### src/hw/rtl/npt_pkg.sv
// ----------------------------------------------------------------------------
// npt_pkg: shared definitions for the nearest point table
// Field widths, table geometry, request and status codes, and the command
// and status bundles that run between the controller and the datapath.
// ----------------------------------------------------------------------------
package npt_pkg;

  // Table geometry
  localparam int MAX_ENTRIES = 80;
  localparam int COORD_BITS  = 18;

  localparam int IDX_W = (MAX_ENTRIES > 1) ? $clog2(MAX_ENTRIES) : 1;
  localparam int CNT_W = $clog2(MAX_ENTRIES + 1);

  // Port field widths
  localparam int KIND_W      = 2;
  localparam int COORD_IN_W  = 18;
  localparam int TAG_W       = 16;
  localparam int STATUS_W    = 3;
  localparam int INDEX_OUT_W = 7;
  localparam int DIST_W      = 38;

  // Distance arithmetic: |a-b| <= 2^COORD_BITS, square <= 2^(2*COORD_BITS)
  localparam int MAG_W   = COORD_BITS + 1;
  localparam int SQ_W    = 2 * COORD_BITS + 1;
  localparam int SUM_W   = SQ_W + 1;
  localparam int ENTRY_W = 3 * COORD_BITS + TAG_W;

  // Request kinds
  localparam logic [KIND_W-1:0] KIND_ADD   = 2'd0;
  localparam logic [KIND_W-1:0] KIND_QUERY = 2'd1;
  localparam logic [KIND_W-1:0] KIND_CLEAR = 2'd2;

  // Response status codes
  localparam logic [STATUS_W-1:0] ST_ADDED   = 3'd0;
  localparam logic [STATUS_W-1:0] ST_FULL    = 3'd1;
  localparam logic [STATUS_W-1:0] ST_FOUND   = 3'd2;
  localparam logic [STATUS_W-1:0] ST_EMPTY   = 3'd3;
  localparam logic [STATUS_W-1:0] ST_CLEARED = 3'd4;

  // Controller to datapath
  typedef struct packed {
    logic                latch_query;
    logic                wr_en;
    logic                rd_en;
    logic                rd_first;
    logic [IDX_W-1:0]    addr;
    logic                load_result;
    logic [STATUS_W-1:0] res_status;
    logic [IDX_W-1:0]    res_index;
  } npt_cmd_t;

  // Datapath to controller
  typedef struct packed {
    logic pipe_idle;
  } npt_stat_t;

endpackage

### src/hw/rtl/npt_ctrl.sv
// ----------------------------------------------------------------------------
// npt_ctrl: sequencer for the nearest point table
// Owns the entry count and the scan address, decodes requests and steers
// the datapath; holds the response valid flag.
// ----------------------------------------------------------------------------
module npt_ctrl import npt_pkg::*; (
  input  logic              clk,
  input  logic              rst,
  input  logic              req_valid,
  input  logic [KIND_W-1:0] req_kind,
  output logic              req_ready,
  output logic              rsp_valid,
  input  logic              rsp_ready,
  output npt_cmd_t          cmd,
  input  npt_stat_t         stat
);

  localparam logic [1:0] S_IDLE  = 2'd0;
  localparam logic [1:0] S_SCAN  = 2'd1;
  localparam logic [1:0] S_DRAIN = 2'd2;
  localparam logic [1:0] S_RESP  = 2'd3;

  logic [1:0]          state, state_next;
  logic [CNT_W-1:0]    count, count_next;
  logic [IDX_W-1:0]    rd_idx, rd_idx_next;
  logic [STATUS_W-1:0] res_status, res_status_next;
  logic [IDX_W-1:0]    res_index, res_index_next;
  logic                rsp_valid_next;
  logic                accept;

  assign req_ready = (state == S_IDLE);
  assign accept    = req_valid && req_ready;

  always_comb begin
    state_next      = state;
    count_next      = count;
    rd_idx_next     = rd_idx;
    res_status_next = res_status;
    res_index_next  = res_index;
    rsp_valid_next  = rsp_valid && !rsp_ready;
    cmd             = '0;

    case (state)
      S_IDLE: begin
        if (accept) begin
          case (req_kind)
            KIND_ADD: begin
              state_next = S_RESP;
              if (count == CNT_W'(MAX_ENTRIES)) begin
                res_status_next = ST_FULL;
                res_index_next  = '0;
              end else begin
                cmd.wr_en       = 1'b1;
                cmd.addr        = count[IDX_W-1:0];
                res_status_next = ST_ADDED;
                res_index_next  = count[IDX_W-1:0];
                count_next      = count + CNT_W'(1);
              end
            end
            KIND_QUERY: begin
              res_index_next = '0;
              if (count == '0) begin
                res_status_next = ST_EMPTY;
                state_next      = S_RESP;
              end else begin
                cmd.latch_query = 1'b1;
                rd_idx_next     = '0;
                state_next      = S_SCAN;
              end
            end
            KIND_CLEAR: begin
              count_next      = '0;
              res_status_next = ST_CLEARED;
              res_index_next  = '0;
              state_next      = S_RESP;
            end
            default: begin
              state_next = S_IDLE;  // unused kind: dropped, no response
            end
          endcase
        end
      end
      S_SCAN: begin
        cmd.rd_en    = 1'b1;
        cmd.addr     = rd_idx;
        cmd.rd_first = (rd_idx == '0);
        if (CNT_W'(rd_idx) + CNT_W'(1) == count) begin
          res_status_next = ST_FOUND;
          state_next      = S_DRAIN;
        end else begin
          rd_idx_next = rd_idx + IDX_W'(1);
        end
      end
      S_DRAIN: begin
        if (stat.pipe_idle) begin
          state_next = S_RESP;
        end
      end
      S_RESP: begin
        if (!rsp_valid || rsp_ready) begin
          cmd.load_result = 1'b1;
          cmd.res_status  = res_status;
          cmd.res_index   = res_index;
          rsp_valid_next  = 1'b1;
          state_next      = S_IDLE;
        end
      end
      default: begin
        state_next = S_IDLE;
      end
    endcase
  end

  always_ff @(posedge clk) begin
    if (rst) begin
      state      <= S_IDLE;
      count      <= '0;
      rd_idx     <= '0;
      res_status <= ST_ADDED;
      res_index  <= '0;
      rsp_valid  <= 1'b0;
    end else begin
      state      <= state_next;
      count      <= count_next;
      rd_idx     <= rd_idx_next;
      res_status <= res_status_next;
      res_index  <= res_index_next;
      rsp_valid  <= rsp_valid_next;
    end
  end

endmodule

### config.mk
export PLATFORM = sky130hd
export DESIGN_NAME = npt_ctrl
export DESIGN_NICKNAME = d
export VERILOG_FILES = /design/src/hw/rtl/npt_pkg.sv /design/src/hw/rtl/npt_ctrl.sv
export SDC_FILE = /design/constraint.sdc
export NUM_CORES = 1
export LEC_CHECK = 0
export ABC_CLOCK_PERIOD_IN_PS = 5500
export BUFFER_PORTS_ARGS = -buffer_cell sky130_fd_sc_hd__clkbuf_2
export CAP_MARGIN = 20
export CORE_MARGIN = 5
export CORE_UTILIZATION = 35
export DETAILED_ROUTE_END_ITERATION = 10
export PLACE_DENSITY = 0.62
export SLEW_MARGIN = 10
export SYNTH_ARGS = -nofsm -noshare
export SYNTH_HDL_FRONTEND = slang
export SYNTH_SLANG_ARGS = --single-unit
### constraint.sdc
create_clock -name clk -period 5.5 [get_ports clk]
set_input_delay 0.55 -clock clk [delete_from_list [all_inputs] [get_ports clk]]
set_output_delay 0.55 -clock clk [all_outputs]
set_load 0.02 [all_outputs]
==> impl_metrics.csv <==
group,metric,value,unit
clock_tree,postCtsResizedCells,0,
cells_and_area,antenna_cells,0,
clock_tree,cts_made_buffers,3,
status,run_status,"completed",
detailed_routing,antenna_violating_nets_post_route,0,
clock_tree,cts.sinks,27,
sta,final_hold_viol_count,0,
worst_setup_path,worst_r2r_path_depth,7,
sta,maxClockFrequency,348,MHz
floorplanning,floorplan.initialDensity,36.1,%
global_route,grt.total_usage,14.7,%
worst_setup_path,critPathRequiredTime,4.95,ns
synth,synth_top_area_cell,"dfxtp_1",
cells_and_area,drive_gt1_share,18.3,%
synth,synth-edff-count,0,
worst_setup_path,endpoint_kind,"output pin",
worst_setup_path,path_cells,"inv_1, ha_1, nor4b_1, and2_1, nor2b_1, nand2_1, o21ai_0, clkbuf_2",
detailed_routing,detail_route.wirelength,4.62,mm
clock_tree,clock_latency,0.28,ns
synth,synth.cells.most_frequent,"dfxtp_1, nor2_1, nand2_1",
clock_tree,tritoncts,"built",
cells_and_area,final_nets,272,
floorplanning,core_region_area,5140,µm²
global_route,grt-ovfl-total,0,
worst_setup_path,worstSetupStartpointType,"flip-flop",
clock_tree,cts.repair_timing.setup_buffer_count,0,
cells_and_area,filler_cells,577,
synth,syn-num-nets,251,
global_route,grt_pass1_vias,1646,
sta,post-route-period-util,52.3,%
detailed_routing,wl_per_cell,14.4,µm
worst_setup_path,critical_path.top_delay_family,"simple AND/OR/NAND/NOR gates",
global_route,grt_start_max_net_pins,23,
sta,finalSetupViolations,0,
detailed_routing,via_per_inst,5.21,
synth,register_area_share_after_synthesis,29.2,%
placement,dp_hpwl,3.43,mm
synth,synth-main-ff-cell,"dfxtp_1",
global_route,wire_length_of_the_first_global_routing_pass,7.74,mm
placement,port_buffers,30,
min_path,hold-path-cell-count,2,
placement,postPlaceCellArea,2020,µm²
synth,post_synth_num_cell_types,52,
synth,netlist_area,1850,µm²
sta,final_max_slew_viol_count,0,
synth,post_synthesis_mean_instance_area,8.02,µm²
worst_setup_path,critical_path_buf_inv_count,2,
clock_tree,clk_root_buffer_cell,"clkbuf_8",
worst_setup_path,crit_cells,8,
clock_tree,clock_tree.buffer_depth,2,
floorplanning,ioPinCount,31,
floorplanning,die_x,82.8,µm
worst_setup_path,timing.critical_path.slowest_stage_cell,"dfxtp_1",
sta,setup_slack,2.62,ns
synth,top_cell_type_s_share_of_synthesized_area,29.2,%
worst_setup_path,timing.critical_path.fanout_max,7,
synth,synth.most_common_cell,"dfxtp_1",
power_and_ir_drop,power.ir.vdd_worst,0.198,mV
worst_setup_path,criticalPathCategory,"reg -> out",
detailed_routing,via_count,1673,
sta,timing.max_slew.rel_slack,52.8,%
detailed_routing,drt_pre_antenna_iters,4,
power_and_ir_drop,pwr_density_cell,264,nW/µm²
floorplanning,fp.dieH,82.8,µm
detailed_routing,first_iter_violations,100,
sta,setup-tns-final,0,ns
global_route,antenna_found_initial,0,
synth,synth_top_cells_by_area,"dfxtp_1, ha_1, nor2_1",
floorplanning,core.rowCount,26,
synth,synth-async-reset-ratio,0,%
clock_tree,clk_pin_slew_worst_paths,0.10,ns
sta,tightest_slew,0.703,ns
synth,yosys_warnings,0,
floorplanning,die_area,6850,µm²
synth,synthCells,231,
job,maxCapViolCount,0,
placement,dpl_worst_slack,2.81,ns
clock_tree,clock_tree.htree_level_count,1,
clock_tree,number_of_hold_buffers_added_after_cts,0,
cells_and_area,syn_to_final_growth,11.6,%
power_and_ir_drop,power.leakage,0.842,nW
sta,fin_crit,2.88,ns
worst_setup_path,worst_ep_arrival_time,2.33,ns
placement,gp_routability_congestion,0.810,
min_path,min_path_type,"reg -> reg",
synth,yosys_register_bits,27,
sta,skew_final,0.00247,ns
detailed_routing,drc_errors,0,
cells_and_area,fin_area,2070,µm²
worst_setup_path,max_stage_delay,0.47,ns
sta,rsz0062_at_grt,"false",
## cells in the final DEF (no fill, tap or decap), types with 4 or more instances in the layout
cell type  count
a21oi_1       10
xnor2_1       10
o21ai_0        5
a22o_1         4
xor2_1         4
ha_1          13
a22oi_1        4
clkbuf_2      30
inv_1         14
nor2_1        26
a31oi_1        8
dfxtp_1       27
nand3_1        8
nand2_1       21
and2_1        11
## power by group
part,internal (W),leakage [nW],switching [W]
registers,0.000208,0.218,0.0000108
clock network,0.0000510,0.0255,0.0000661
logic,0.0000684,0.599,0.000140
total,0.000328,0.842,0.000217
## flip-flops by register name, indices dropped and copies added (netlist names)
name / flops
count: 7
rd_idx: 7
res_index: 7
res_status: 3
state: 2
rsp_valid: 1
## final cells by class
cell class	count	area, µm²	share of cell area, %
Timing Repair Buffer	30	150	7.26
Inverter	14	52.6	2.54
Clock inverter	1	5.00	0.242
Sequential cell	27	541	26.1
Multi-Input combinational cell	176	1190	57.6
Clock buffer	3	41.3	2.00
Tap cell	70	87.6	4.23
## kinds of logic after synthesis
family / Yosys count / share of synthesized area, %
muxes: 3 / 1.69
and+or+nand+nor: 99 / 28.6
xor gates and xnor gates: 14 / 6.62
AOI/OAI and AO/OA: 47 / 18.6
adders and majority gates: 13 / 8.78
DFF: 27 / 29.2
buffers and inverters: 28 / 6.55
## path summary, 6_finish.rpt
kind,slack (ns),end,startpoint
worst max-delay path,2.62,cmd[12],count[0]$_SDFFE_PP0P_
worst min-delay path,0.48,res_status[0]$_SDFFE_PP0P_,res_status[0]$_SDFFE_PP0P_
worst max register to register,2.82,state[1]$_SDFFE_PP0P_,rd_idx[0]$_SDFFE_PP0P_
worst min register to register,0.48,res_status[0]$_SDFFE_PP0P_,res_status[0]$_SDFFE_PP0P_
## tightest hold or removal path: stages (launching register included)
cell and delay, ns:
dfxtp_1 0.32, o21ai_0 0.07, a21oi_1 0.06
## routing by layer
metal / wire length (µm) / track usage (%)
met4: 58 / 4.58
met2: 2070 / 24.3
met5: 0 / 0
met1: 2170 / 19.9
met3: 312 / 1.84
## per-stage QoR
stage	hold WS (ns)	instances	power [W]	util [%]
after floorplan	0.444	231	0.000384	-
final	0.484	321	0.000545	40.2
after global placement	0.467	317	0.000432	39.3
after CTS	0.486	321	0.000549	40.2
after global routing	0.522	321	0.000582	40.2
after detailed placement	0.472	317	0.000431	39.3
Note: power is estimated with default switching activity, not from simulation.
